`src/hw/rtl/srpq_pkg.sv`:
```
// ----------------------------------------------------------------------------
// srpq_pkg
// shared types, constants and pointer helpers of the sorted ring priority queue
// ----------------------------------------------------------------------------
package srpq_pkg;

    localparam int DEPTH       = 64;
    localparam int PTR_W       = (DEPTH > 1) ? $clog2(DEPTH) : 1;
    localparam int CNT_W       = $clog2(DEPTH + 1);
    localparam int DATA_W      = 32;
    localparam int OPCODE_W    = 2;
    localparam int STATUS_W    = 2;
    localparam int COUNT_OUT_W = 7;

    typedef logic [PTR_W-1:0]    ptr_t;
    typedef logic [CNT_W-1:0]    cnt_t;
    typedef logic [OPCODE_W-1:0] opcode_t;
    typedef logic [STATUS_W-1:0] status_t;

    localparam ptr_t LAST_SLOT  = ptr_t'(DEPTH - 1);
    localparam cnt_t FULL_COUNT = cnt_t'(DEPTH);

    // operation codes
    localparam opcode_t OP_ENQ  = 2'd0;
    localparam opcode_t OP_DEQ  = 2'd1;
    localparam opcode_t OP_FIND = 2'd2;

    // status codes
    localparam status_t ST_DONE  = 2'd0;
    localparam status_t ST_FULL  = 2'd1;
    localparam status_t ST_EMPTY = 2'd2;

    typedef struct packed {
        logic [DATA_W-1:0] value;
        logic [DATA_W-1:0] pri;
    } entry_t;

    // one write port and one registered read port of the entry store
    typedef struct packed {
        logic   wr_en;
        ptr_t   wr_addr;
        entry_t wr_entry;
        logic   rd_en;
        ptr_t   rd_addr;
    } store_req_t;

    function automatic ptr_t ptr_next(input ptr_t p);
        return (p == LAST_SLOT) ? '0 : ptr_t'(p + 1'b1);
    endfunction

    function automatic ptr_t ptr_prev(input ptr_t p);
        return (p == '0) ? LAST_SLOT : ptr_t'(p - 1'b1);
    endfunction

endpackage

```
`src/hw/rtl/srpq_if.sv`:
```
// ----------------------------------------------------------------------------
// srpq channel interfaces
// command and response channels with valid/ready handshake
// ----------------------------------------------------------------------------
interface srpq_cmd_if import srpq_pkg::*; ();
    logic                valid;
    logic                ready;
    logic [OPCODE_W-1:0] opcode;
    logic [DATA_W-1:0]   item_value;
    logic [DATA_W-1:0]   item_priority;

    modport source (output valid, output opcode, output item_value, output item_priority,
                    input ready);
    modport sink   (input valid, input opcode, input item_value, input item_priority,
                    output ready);
endinterface

interface srpq_rsp_if import srpq_pkg::*; ();
    logic                   valid;
    logic                   ready;
    logic [STATUS_W-1:0]    status;
    logic                   found;
    logic [DATA_W-1:0]      out_value;
    logic [DATA_W-1:0]      out_priority;
    logic [COUNT_OUT_W-1:0] entry_count;
    logic                   queue_full;
    logic                   queue_empty;

    modport source (output valid, output status, output found, output out_value,
                    output out_priority, output entry_count, output queue_full,
                    output queue_empty, input ready);
    modport sink   (input valid, input status, input found, input out_value,
                    input out_priority, input entry_count, input queue_full,
                    input queue_empty, output ready);
endinterface

```
`src/hw/rtl/srpq_store.sv`:
```
// ----------------------------------------------------------------------------
// srpq_store
// entry memory, one write port and one read port with registered read data
// ----------------------------------------------------------------------------
module srpq_store import srpq_pkg::*;
(
    input  logic       clk,
    input  store_req_t req,
    output entry_t     rd_entry
);

    entry_t mem [DEPTH];
    entry_t rd_entry_reg;

    always_ff @(posedge clk)
    begin
        if (req.wr_en)
        begin
            mem[req.wr_addr] <= req.wr_entry;
        end
        if (req.rd_en)
        begin
            rd_entry_reg <= mem[req.rd_addr];
        end
    end

    assign rd_entry = rd_entry_reg;

endmodule

```
`src/hw/rtl/sorted_ring_priority_queue.sv`:
```
// ----------------------------------------------------------------------------
// sorted_ring_priority_queue
// priority queue held as a sorted circular buffer of DEPTH entries
// ----------------------------------------------------------------------------
// usage
//   cmd carries one item: opcode, item_value, item_priority. rsp returns one
//   item per command: status, found, out_value, out_priority and the count
//   and full/empty flags after the operation.
//   cmd.ready is high only while the sequencer is idle; one command is worked
//   on at a time. all storage goes through one memory with one write and one
//   registered read port.
//   an enqueue moves stored entries one slot back from the tail until the
//   new entry fits and then writes it, a dequeue reads the head entry and
//   a find scans from the head. an enqueue on an empty queue writes its
//   entry directly; a full enqueue, a dequeue or find on an empty queue and
//   other opcodes go straight to the response.
//   sustained rate is set by the insertion shift and the find scan, one
//   entry per cycle through the single memory port.
//   reset empties the queue (head 0, tail DEPTH-1, count 0); the memory is
//   not cleared and needs no clearing pass. a stalled rsp holds its item in
//   the output register; the next command is still accepted and finishes
//   into a staging register, then waits until the output register frees.
// ----------------------------------------------------------------------------
module sorted_ring_priority_queue import srpq_pkg::*;
(
    input  logic           clk,
    input  logic           rst_n,
    srpq_cmd_if.sink       cmd,
    srpq_rsp_if.source     rsp
);

    // sequencer states
    localparam logic [2:0] S_IDLE = 3'd0;
    localparam logic [2:0] S_ENQ  = 3'd1;   // compare and shift toward head
    localparam logic [2:0] S_FILL = 3'd2;   // drop the new entry at the head
    localparam logic [2:0] S_DEQ  = 3'd3;   // capture head entry
    localparam logic [2:0] S_FIND = 3'd4;   // scan from head
    localparam logic [2:0] S_RESP = 3'd5;   // hand result to the output register

    logic [2:0] state_reg, state_next;
    ptr_t       head_reg, head_next;
    ptr_t       tail_reg, tail_next;
    cnt_t       occ_reg, occ_next;
    ptr_t       idx_reg, idx_next;      // hole position on enqueue, scan pointer on find
    cnt_t       left_reg, left_next;    // entries still to compare on find
    entry_t     key_reg, key_next;      // entry being inserted or value searched

    // staged result
    status_t    st_status_reg, st_status_next;
    logic       st_found_reg, st_found_next;
    entry_t     st_entry_reg, st_entry_next;

    // output register
    logic       out_valid_reg, out_valid_next;
    logic       out_load;
    status_t    out_status_reg;
    logic       out_found_reg;
    entry_t     out_entry_reg;
    cnt_t       out_occ_reg;

    store_req_t req;
    entry_t     rd_entry;
    entry_t     cmd_entry;
    ptr_t       idx_prev;
    logic       cmd_fire;
    logic       new_before;

    srpq_store u_store (
        .clk      (clk),
        .req      (req),
        .rd_entry (rd_entry)
    );

    assign cmd.ready  = (state_reg == S_IDLE);
    assign cmd_fire   = cmd.valid && cmd.ready;
    assign cmd_entry  = '{value: cmd.item_value, pri: cmd.item_priority};
    assign idx_prev   = ptr_prev(idx_reg);
    // compare unit of the insertion shift: new entry strictly ahead of the stored one
    assign new_before = $signed(key_reg.pri) < $signed(rd_entry.pri);

    always_comb
    begin
        state_next     = state_reg;
        head_next      = head_reg;
        tail_next      = tail_reg;
        occ_next       = occ_reg;
        idx_next       = idx_reg;
        left_next      = left_reg;
        key_next       = key_reg;
        st_status_next = st_status_reg;
        st_found_next  = st_found_reg;
        st_entry_next  = st_entry_reg;
        out_valid_next = out_valid_reg && !rsp.ready;
        out_load       = 1'b0;

        req.wr_en    = 1'b0;
        req.wr_addr  = idx_reg;
        req.wr_entry = key_reg;
        req.rd_en    = 1'b0;
        req.rd_addr  = idx_prev;

        unique case (state_reg)
            S_IDLE:
            begin
                if (cmd_fire)
                begin
                    st_status_next = ST_DONE;
                    st_found_next  = 1'b0;
                    st_entry_next  = '0;
                    state_next     = S_RESP;
                    unique case (cmd.opcode)
                        OP_ENQ:
                        begin
                            key_next = cmd_entry;
                            if (occ_reg == FULL_COUNT)
                            begin
                                st_status_next = ST_FULL;
                            end
                            else
                            begin
                                tail_next = ptr_next(tail_reg);
                                occ_next  = cnt_t'(occ_reg + 1'b1);
                                idx_next  = ptr_next(tail_reg);
                                if (occ_reg == '0)
                                begin
                                    req.wr_en    = 1'b1;
                                    req.wr_addr  = ptr_next(tail_reg);
                                    req.wr_entry = cmd_entry;
                                end
                                else
                                begin
                                    // entry ahead of the new slot is the old tail
                                    req.rd_en   = 1'b1;
                                    req.rd_addr = tail_reg;
                                    state_next  = S_ENQ;
                                end
                            end
                        end
                        OP_DEQ:
                        begin
                            if (occ_reg == '0)
                            begin
                                st_status_next = ST_EMPTY;
                            end
                            else
                            begin
                                req.rd_en   = 1'b1;
                                req.rd_addr = head_reg;
                                head_next   = ptr_next(head_reg);
                                occ_next    = cnt_t'(occ_reg - 1'b1);
                                state_next  = S_DEQ;
                            end
                        end
                        OP_FIND:
                        begin
                            key_next.value = cmd.item_value;
                            if (occ_reg != '0)
                            begin
                                req.rd_en   = 1'b1;
                                req.rd_addr = head_reg;
                                idx_next    = ptr_next(head_reg);
                                left_next   = occ_reg;
                                state_next  = S_FIND;
                            end
                        end
                        default:
                        begin
                            // unused opcode: report count and flags only
                        end
                    endcase
                end
            end
            S_ENQ:
            begin
                req.wr_en = 1'b1;
                if (new_before)
                begin
                    // move the stored entry back one slot into the hole
                    req.wr_entry = rd_entry;
                    idx_next     = idx_prev;
                    if (idx_prev == head_reg)
                    begin
                        state_next = S_FILL;
                    end
                    else
                    begin
                        req.rd_en   = 1'b1;
                        req.rd_addr = ptr_prev(idx_prev);
                    end
                end
                else
                begin
                    state_next = S_RESP;
                end
            end
            S_FILL:
            begin
                req.wr_en  = 1'b1;
                state_next = S_RESP;
            end
            S_DEQ:
            begin
                st_entry_next = rd_entry;
                state_next    = S_RESP;
            end
            S_FIND:
            begin
                if (rd_entry.value == key_reg.value)
                begin
                    st_found_next = 1'b1;
                    state_next    = S_RESP;
                end
                else if (left_reg == cnt_t'(1))
                begin
                    state_next = S_RESP;
                end
                else
                begin
                    req.rd_en   = 1'b1;
                    req.rd_addr = idx_reg;
                    idx_next    = ptr_next(idx_reg);
                    left_next   = cnt_t'(left_reg - 1'b1);
                end
            end
            S_RESP:
            begin
                if (!out_valid_reg || rsp.ready)
                begin
                    out_load       = 1'b1;
                    out_valid_next = 1'b1;
                    state_next     = S_IDLE;
                end
            end
            default:
            begin
                state_next = S_IDLE;
            end
        endcase
    end

    always_ff @(posedge clk or negedge rst_n)
    begin
        if (!rst_n)
        begin
            state_reg     <= S_IDLE;
            head_reg      <= '0;
            tail_reg      <= LAST_SLOT;
            occ_reg       <= '0;
            out_valid_reg <= 1'b0;
        end
        else
        begin
            state_reg     <= state_next;
            head_reg      <= head_next;
            tail_reg      <= tail_next;
            occ_reg       <= occ_next;
            out_valid_reg <= out_valid_next;
        end
    end

    always_ff @(posedge clk)
    begin
        idx_reg       <= idx_next;
        left_reg      <= left_next;
        key_reg       <= key_next;
        st_status_reg <= st_status_next;
        st_found_reg  <= st_found_next;
        st_entry_reg  <= st_entry_next;
        if (out_load)
        begin
            out_status_reg <= st_status_reg;
            out_found_reg  <= st_found_reg;
            out_entry_reg  <= st_entry_reg;
            out_occ_reg    <= occ_reg;
        end
    end

    assign rsp.valid        = out_valid_reg;
    assign rsp.status       = out_status_reg;
    assign rsp.found        = out_found_reg;
    assign rsp.out_value    = out_entry_reg.value;
    assign rsp.out_priority = out_entry_reg.pri;
    assign rsp.entry_count  = COUNT_OUT_W'(out_occ_reg);
    assign rsp.queue_full   = (out_occ_reg == FULL_COUNT);
    assign rsp.queue_empty  = (out_occ_reg == '0);

    // count never exceeds the ring size
    a_occ_bound: assert property (@(posedge clk) disable iff (!rst_n)
        occ_reg <= FULL_COUNT)
        else $error("occupancy above depth");

    // accepted enqueue on a non-full queue grows the count by one
    a_enq_count: assert property (@(posedge clk) disable iff (!rst_n)
        (cmd_fire && cmd.opcode == OP_ENQ && occ_reg != FULL_COUNT)
        |=> occ_reg == cnt_t'($past(occ_reg) + 1'b1))
        else $error("enqueue count update wrong");

    // accepted dequeue on a non-empty queue moves the head and drops the count
    a_deq_head: assert property (@(posedge clk) disable iff (!rst_n)
        (cmd_fire && cmd.opcode == OP_DEQ && occ_reg != '0)
        |=> (head_reg == ptr_next($past(head_reg)))
            && (occ_reg == cnt_t'($past(occ_reg) - 1'b1)))
        else $error("dequeue head or count update wrong");

    // the shift walk never passes the head
    a_enq_walk: assert property (@(posedge clk) disable iff (!rst_n)
        (state_reg == S_ENQ) |-> (idx_reg != head_reg))
        else $error("insertion shift reached the head slot");

endmodule

```
`src/flat_wrapper.sv`:
```
// flat-port wrapper written by rule: the top's interface ports become plain ports
module sorted_ring_priority_queue_flat import srpq_pkg::*;
  (clk, rst_n, cmd_valid, cmd_opcode, cmd_item_value, cmd_item_priority, cmd_ready, rsp_valid, rsp_status, rsp_found, rsp_out_value, rsp_out_priority, rsp_entry_count, rsp_queue_full, rsp_queue_empty, rsp_ready);
  srpq_cmd_if cmd_i ();
  srpq_rsp_if rsp_i ();
  input  logic clk;
  input  logic rst_n;
  input wire logic [$bits(cmd_i.valid)-1:0] cmd_valid;
  input wire logic [$bits(cmd_i.opcode)-1:0] cmd_opcode;
  input wire logic [$bits(cmd_i.item_value)-1:0] cmd_item_value;
  input wire logic [$bits(cmd_i.item_priority)-1:0] cmd_item_priority;
  output wire logic [$bits(cmd_i.ready)-1:0] cmd_ready;
  output wire logic [$bits(rsp_i.valid)-1:0] rsp_valid;
  output wire logic [$bits(rsp_i.status)-1:0] rsp_status;
  output wire logic [$bits(rsp_i.found)-1:0] rsp_found;
  output wire logic [$bits(rsp_i.out_value)-1:0] rsp_out_value;
  output wire logic [$bits(rsp_i.out_priority)-1:0] rsp_out_priority;
  output wire logic [$bits(rsp_i.entry_count)-1:0] rsp_entry_count;
  output wire logic [$bits(rsp_i.queue_full)-1:0] rsp_queue_full;
  output wire logic [$bits(rsp_i.queue_empty)-1:0] rsp_queue_empty;
  input wire logic [$bits(rsp_i.ready)-1:0] rsp_ready;
  assign cmd_i.valid = cmd_valid;
  assign cmd_i.opcode = cmd_opcode;
  assign cmd_i.item_value = cmd_item_value;
  assign cmd_i.item_priority = cmd_item_priority;
  assign cmd_ready = cmd_i.ready;
  assign rsp_valid = rsp_i.valid;
  assign rsp_status = rsp_i.status;
  assign rsp_found = rsp_i.found;
  assign rsp_out_value = rsp_i.out_value;
  assign rsp_out_priority = rsp_i.out_priority;
  assign rsp_entry_count = rsp_i.entry_count;
  assign rsp_queue_full = rsp_i.queue_full;
  assign rsp_queue_empty = rsp_i.queue_empty;
  assign rsp_i.ready = rsp_ready;
  sorted_ring_priority_queue u_core (.clk(clk), .rst_n(rst_n), .cmd(cmd_i), .rsp(rsp_i));
endmodule
```
`config.mk`:
```
export PLATFORM = sky130hd
export DESIGN_NAME = sorted_ring_priority_queue_flat
export DESIGN_NICKNAME = d
export VERILOG_FILES = /design/src/hw/rtl/srpq_pkg.sv /design/src/hw/rtl/srpq_if.sv /design/src/hw/rtl/srpq_store.sv /design/src/hw/rtl/sorted_ring_priority_queue.sv /design/src/flat_wrapper.sv
export SDC_FILE = /design/constraint.sdc
export NUM_CORES = 2
export LEC_CHECK = 0
export BUFFER_PORTS_ARGS = -buffer_cell sky130_fd_sc_hd__buf_2
export CAP_MARGIN = 40
export CELL_PAD_IN_SITES_DETAIL_PLACEMENT = 0
export CELL_PAD_IN_SITES_GLOBAL_PLACEMENT = 1
export CORE_UTILIZATION = 40
export CTS_CLUSTER_SIZE = 16
export DETAILED_ROUTE_END_ITERATION = 16
export GPL_TIMING_DRIVEN = 0
export PLACE_DENSITY = 0.65
export SKIP_LAST_GASP = 1
export SYNTH_ARGS = -nofsm -noshare
export SYNTH_HDL_FRONTEND = slang
export SYNTH_SLANG_ARGS = --single-unit
```
`constraint.sdc`:
```
create_clock -name clk -period 13.62 [get_ports clk]
set_clock_uncertainty 0.05 [all_clocks]
set_input_delay 1.362 -clock clk [delete_from_list [all_inputs] [get_ports clk]]
set_output_delay 1.362 -clock clk [all_outputs]
set_load 0.01 [all_outputs]
```
* Word-level counts from Yosys, hierarchy flattened
Memories as Yosys holds them, arrays and structs flattened. A register that Yosys moved wholly into a read port is not among the register bits. Cells that the tools add are included.
Cells by class: add/subtract/negate cells 8, order comparisons 1, equality and inequality tests 30, muxes and demuxes 64, bitwise operators 2, reductions and logical operators 30
Operators with widths (number):
- one-hot mux 64 bit (2 select lines) | 2
- two-way mux 71 bit | 3
- two-way mux 78 bit | 2
- two-way mux 7 bit | 13
- two-way mux 6 bit | 12
- two-way mux 64 bit | 1
- one-hot mux 7 bit (3 select lines) | 2
- == test 32 bit | 1
- < comparator 32 bit | 1
- one-hot mux 7 bit (2 select lines) | 2
- two-way mux 3 bit | 9
- adder 6 x 1 -> 6 bit, second input constant | 3
- == test 6 bit, second input constant | 3
- one-hot mux 6 bit (3 select lines) | 1
- one-hot mux 3 bit (5 select lines) | 1
- == test 7 bit, second input constant | 2
- logical NOT 7 bit | 2
- != test 2 bit, second input constant | 7
- subtractor 7 x 1 -> 7 bit, second input constant | 2
- logical NOT 6 bit | 2
- != test 3 bit, second input constant | 4
- one-hot mux 6 bit (2 select lines) | 1
- AND reduction 4 bit | 3
- subtractor 6 x 1 -> 6 bit, second input constant | 2
- other kinds (30) | 54
Storage, ports and cells: bits in registers 241, memory bits (writable) 4096, bits of input ports 70, output and inout port bits 78, logic and storage cells 154, memories kept 1
Memories:
- u_core.u_store.mem | depth 64, width 64, read ports 1, clocked after Yosys merged registers in 1, wr ports 1, RTL line srpq_store.sv:12 | entry_t mem [DEPTH];

* Depth between registers and ports, before layout
word-level depth 9, mapped depth 20

* Hierarchy
A second synthesis with hierarchy kept.
Second synthesis, totals: cells, all modules 7707, area, all modules 169540.1 µm²
Modules (own cells, without submodules):
- srpq_store | instances 1, cells each 6609, area each 156999.3 µm², sequential area each 124919.8 µm²
- sorted_ring_priority_queue | instances 1, cells each 1098, area each 12540.8 µm², sequential area each 7129.3 µm²

* Least setup slack after synthesis
Ideal clock, no wire load.
path kind in2reg, from input port cmd_opcode[0], to memory u_core.u_store.mem[47][0] (netlist bit), enable pin, data arrival time 6.361 ns, required time 13.083 ns, path slack 6.723 ns, stages on the path 10, path through clkbuf_1 nor2_1 nand2_1 inv_1 nand2_1 clkbuf_1 o21a_1 or2_2 clkbuf_1 nor2_1
On the way: word-level cells in the longest chain between the ends 6
Ends and longest elaborated chain:
- start: declaration | RTL line flat_wrapper.sv:9 | input wire logic [$bits(cmd_i.opcode)-1:0] cmd_opcode;
- logical NOT 2 bit (*) | RTL line sorted_ring_priority_queue.sv:111 | unique case (cmd.opcode)
- two-way mux 71 bit (*) | RTL line sorted_ring_priority_queue.sv:111
- two-way mux 78 bit (*) | RTL line sorted_ring_priority_queue.sv:105 | if (cmd_fire)
- one-hot mux 1 bit (2 select lines) | RTL line sorted_ring_priority_queue.sv:102 | unique case (state_reg)
- two-way mux 1 bit | RTL line srpq_store.sv:17 | if (req.wr_en)
- two-way mux 1 bit (implied by the code) | RTL line srpq_store.sv:19 | mem[req.wr_addr] <= req.wr_entry;
- end: declaration | RTL line srpq_store.sv:12
Mark *: on every way between the ends. The rest lies on a longest branch, timed or not.

* Final worst setup path
from register u_core.u_store.rd_entry[50] (netlist name), to register u_core.u_store.rd_entry[12] (netlist name)
On the way: word-level cells in the longest chain between the ends 3
Ends and longest elaborated chain:
- == test 32 bit | RTL line sorted_ring_priority_queue.sv:208 | if (rd_entry.value == key_reg.value)
- two-way mux 7 bit | RTL line sorted_ring_priority_queue.sv:208
- one-hot mux 7 bit (3 select lines) | RTL line sorted_ring_priority_queue.sv:102
Every way passes these cells. A chain may end at the register's enable or synchronous reset.

==> qor.log <==
INFO  critical_path  startpoint_type=flip-flop
INFO  drt            drc_errors=0
INFO  finish         area_delta_synth_final=18.2%
INFO  place          port_buffers=147
INFO  clock_network  tritoncts.num_buffers=444
INFO  synthesis      synth_fp_nets=10,700
INFO  drt            detail_route.wirelength=634mm
INFO  status         status=finished clean
INFO  clock_network  tritoncts_clock_tree=yes
INFO  critical_path  timing.critical_path.fanout_max=10
INFO  global_routing grt_first_pass_wirelength=855mm
INFO  drt            avgRoutedWirePerCell=35.6µm
INFO  synthesis      synth_async_sr_flop_share=0.523%
INFO  synthesis      ys_top_cells_by_area=sky130_fd_sc_hd__edfxtp_1 76%, sky130_fd_sc_hd__mux2i_1 6.0%, sky130_fd_sc_hd__a221oi_1 5.1%
INFO  flow_run       cap_violations=0
INFO  sta            report.final.setup_viol=0
INFO  drt            number_of_routed_nets_with_antenna_violations=0
INFO  critical_path  critical_path.max_stage_delay=930ps
INFO  critical_path  startpoint=u_core.u_store.rd_entry[50]$_DFFE_PP_
INFO  clock_network  ctsLongestPathBuffers=4
INFO  critical_path  critPathCaptureType=flip-flop
INFO  floorplan      core=431,000µm²
INFO  critical_path  rrSetupSlack=5410ps
INFO  sta            max_slew_margin=22.9%
INFO  critical_path  capturing_instance_or_port_of_the_critical_path=u_core.u_store.rd_entry[12]$_DFFE_PP_
INFO  critical_path  crit_path_cell_trace=xor2_1, nor4_1, nand4_1, o31ai_2, mux2i_1, o221ai_1, a311oi_2, nand2b_1, buf_4, buf_2, buf_2, a221oi_1, o41ai_1, o2111ai_1
INFO  synthesis      yosys_warnings=0
INFO  critical_path  critPathSlowestCell=sky130_fd_sc_hd__o41ai_1
INFO  floorplan      floorplan.initialDensity=40.2%
INFO  global_routing grt_pass1_vias=106,000
INFO  global_routing grt_antenna_before_repair=87
INFO  critical_path  path_common_cell=sky130_fd_sc_hd__buf_2
INFO  drt            routed-via-count=110,000
INFO  drt            routed_via_density=6.15
INFO  floorplan      floorplan.io_pins=148
INFO  clock_network  post_cts_resize_count=0
INFO  synthesis      yosysTopAreaCellShare=76.0%
INFO  finish         drive_above_1_share=14.7%
INFO  clock_network  clk_pin_slew_worst_paths=60ps
INFO  drt            dr.pass1.iters=9
INFO  critical_path  r2r_end=u_core.u_store.rd_entry[12]$_DFFE_PP_
INFO  global_routing track_usage=28.4%
INFO  global_routing largest_net_degree_at_the_start_of_global_routing=65
INFO  finish         finish.net_count=11,800
INFO  synthesis      ys_types=84
INFO  synthesis      ys_ff_latch=4,401
INFO  sta            max_slew.worst_pin.slew=1160ps
INFO  clock_network  cts_setup_buffers=0
INFO  synthesis      yosysMostFrequentCell=sky130_fd_sc_hd__edfxtp_1
INFO  global_routing grt.overflow.total=0
INFO  finish         largest_reg_flops=4,096
INFO  floorplan      die_y=660µm
INFO  finish         registers.top_by_ff_count=u_core.u_store.mem
INFO  sta            final.min_clock_period=8210ps
INFO  clock_network  clock-root-buffer=sky130_fd_sc_hd__clkbuf_16
INFO  clock_network  insertion_delay=1040ps
INFO  sta            max_clock_freq=0.122GHz
INFO  synthesis      synth_ff_type=sky130_fd_sc_hd__edfxtp_1
INFO  sta            finalCritPeriodShare=60.3%
INFO  place          post-place-cells=16,900
INFO  critical_path  timing_worst_setup_path_type=flip-flop to flip-flop
INFO  synthesis      synth.largest_area_cell=sky130_fd_sc_hd__edfxtp_1
INFO  critical_path  r2r-start=u_core.u_store.rd_entry[50]$_DFFE_PP_
INFO  clock_network  ctsHtreeMaxLevel=5
INFO  finish         final_area=204,000µm²
INFO  floorplan      std_cell_rows=241
INFO  clock_network  tritoncts_num_sinks=4,401
INFO  place          hpwl=470mm
INFO  place          placed_cell_area=190,000µm²
INFO  synthesis      synth_edf_count=4,378
INFO  sta            finalMaxSlewViolations=0
INFO  critical_path  r2r_cells=14
INFO  floorplan      design.die.area=435,000µm²
INFO  critical_path  worstPathRequired=14,100ps
INFO  synthesis      synthTopCellsByCount=4,378 x sky130_fd_sc_hd__edfxtp_1, 1,183 x sky130_fd_sc_hd__a21oi_1, 1,100 x sky130_fd_sc_hd__nand2_1, 1,031 x sky130_fd_sc_hd__mux2i_1, 1,017 x sky130_fd_sc_hd__a221oi_1
INFO  worst_hold_path hp-class=input pin to async pin
INFO  sta            hold_viol_final=0
INFO  synthesis      synthCells=10,600
INFO  synthesis      post_synthesis_sequential_area_ratio=76.3%
INFO  critical_path  worst-endpoint-arrival=8690ps
INFO  sta            tns=0ps
INFO  floorplan      die_width=660µm
INFO  finish         final_cells=17,800
INFO  clock_network  cts_hold_buffers=0
INFO  place          place_congestion=0.921
INFO  drt            drt-initial-drc-count=16,200
INFO  synthesis      netlist_area=173,000µm²
INFO  synthesis      avgSynthCellArea=16.4µm²
INFO  sta            rsz0062_at_grt=false
metal layers:
| metal | vias to the layer above | part of all wire (%) | global-route usage (%) | wire length (µm) |
|---|---|---|---|---|
| li1 | 45100 | - | - | - |
| met1 | 56100 | 36 | 35.3 | 231000 |
| met4 | 22 | 6.1 | 15.7 | 38500 |
| met5 | - | 0.11 | 0.366 | 671 |
| met2 | 6813 | 47 | 45.5 | 297000 |
| met3 | 1412 | 11 | 7.14 | 67100 |
worst max-delay path: cells and delay by family (launching register included):
kind,cells,cell delay [ps]
AND/OR/NAND/NOR,3,1260
AO/OA/AOI/OAI,6,3670
flip-flops,1,480
multiplexers,1,290
buffers and inverters,3,1680
XOR/XNOR,1,220
final cells by class:
| cell class | count | area [µm²] |
|---|---|---|
| antenna | 75 | 188 |
| buffer | 785 | 4050 |
| clock buffer | 550 | 11700 |
| clock inverter | 271 | 2630 |
| fill | 36300 | 226000 |
| inverter | 53 | 199 |
| multi-input combinational | 5333 | 37600 |
| sequential | 4401 | 132000 |
| tap | 5710 | 7140 |
| timing repair buffer | 641 | 8880 |
placed cells by master (no fill, tap or decap), types with 41 or more instances in the layout:
| cell | n |
|---|---|
| sky130_fd_sc_hd__nand2_1 | 1098 |
| sky130_fd_sc_hd__bufinv_16 | 42 |
| sky130_fd_sc_hd__buf_2 | 356 |
| sky130_fd_sc_hd__buf_12 | 256 |
| sky130_fd_sc_hd__nor3_1 | 41 |
| sky130_fd_sc_hd__a21oi_1 | 1183 |
| sky130_fd_sc_hd__o41ai_1 | 177 |
| sky130_fd_sc_hd__clkbuf_1 | 537 |
| sky130_fd_sc_hd__nor2_4 | 68 |
| sky130_fd_sc_hd__a221o_2 | 47 |
| sky130_fd_sc_hd__o2111ai_1 | 63 |
| sky130_fd_sc_hd__buf_6 | 116 |
| sky130_fd_sc_hd__diode_2 | 75 |
| sky130_fd_sc_hd__mux2i_1 | 1031 |
| sky130_fd_sc_hd__clkinv_1 | 83 |
| sky130_fd_sc_hd__clkbuf_16 | 450 |
| sky130_fd_sc_hd__a221oi_1 | 1017 |
| sky130_fd_sc_hd__buf_16 | 53 |
| sky130_fd_sc_hd__clkinv_2 | 98 |
| sky130_fd_sc_hd__edfxtp_1 | 4378 |
| sky130_fd_sc_hd__o21ai_0 | 94 |
| sky130_fd_sc_hd__buf_4 | 105 |
| sky130_fd_sc_hd__ha_1 | 45 |
| sky130_fd_sc_hd__nor2_1 | 56 |
| sky130_fd_sc_hd__nor4_1 | 75 |
| sky130_fd_sc_hd__inv_1 | 48 |
| sky130_fd_sc_hd__xor2_1 | 45 |
worst min path at each step:
stage / endpoint / slack (ps)
CTS: u_core.occ_reg[5]$_DFFE_PN0P_ / 270
floorplan: u_core.rsp.found$_DFFE_PP_ / 350
global placement: u_core.rsp.out_value[21]$_DFFE_PP_ / 360
detailed placement: u_core.rsp.out_value[15]$_DFFE_PP_ / 350
global route: u_core.occ_reg[5]$_DFFE_PN0P_ / 310
finish: u_core.occ_reg[5]$_DFFE_PN0P_ / 290
kinds of logic after synthesis:
logic type / count (synthesis) / share of synthesized area [%]
AO/OA/AOI/OAI: 2717 / 11.0
XOR/XNOR: 62 / 0.314
adder cells (fa/ha/maj): 46 / 0.337
buffers and inverters: 838 / 2.46
flip-flops: 4401 / 76.3
multiplexers: 1040 / 6.02
AND/OR/NAND/NOR: 1468 / 3.52
stage by stage:
stage          utilization [%]  hold WS [ps]  worst slack (ps)
3_3_place_gp              42.0           357               979
3_5_place_dp              44.0           355              5680
2_1_floorplan                -           350              6720
6_report                  47.5           288              5410
4_1_cts                   47.4           270              5770
5_1_grt                   47.4           313              5510
Power is not shown: default switching activity piles up to over one toggle a cycle in this logic, so the estimate is an artifact.
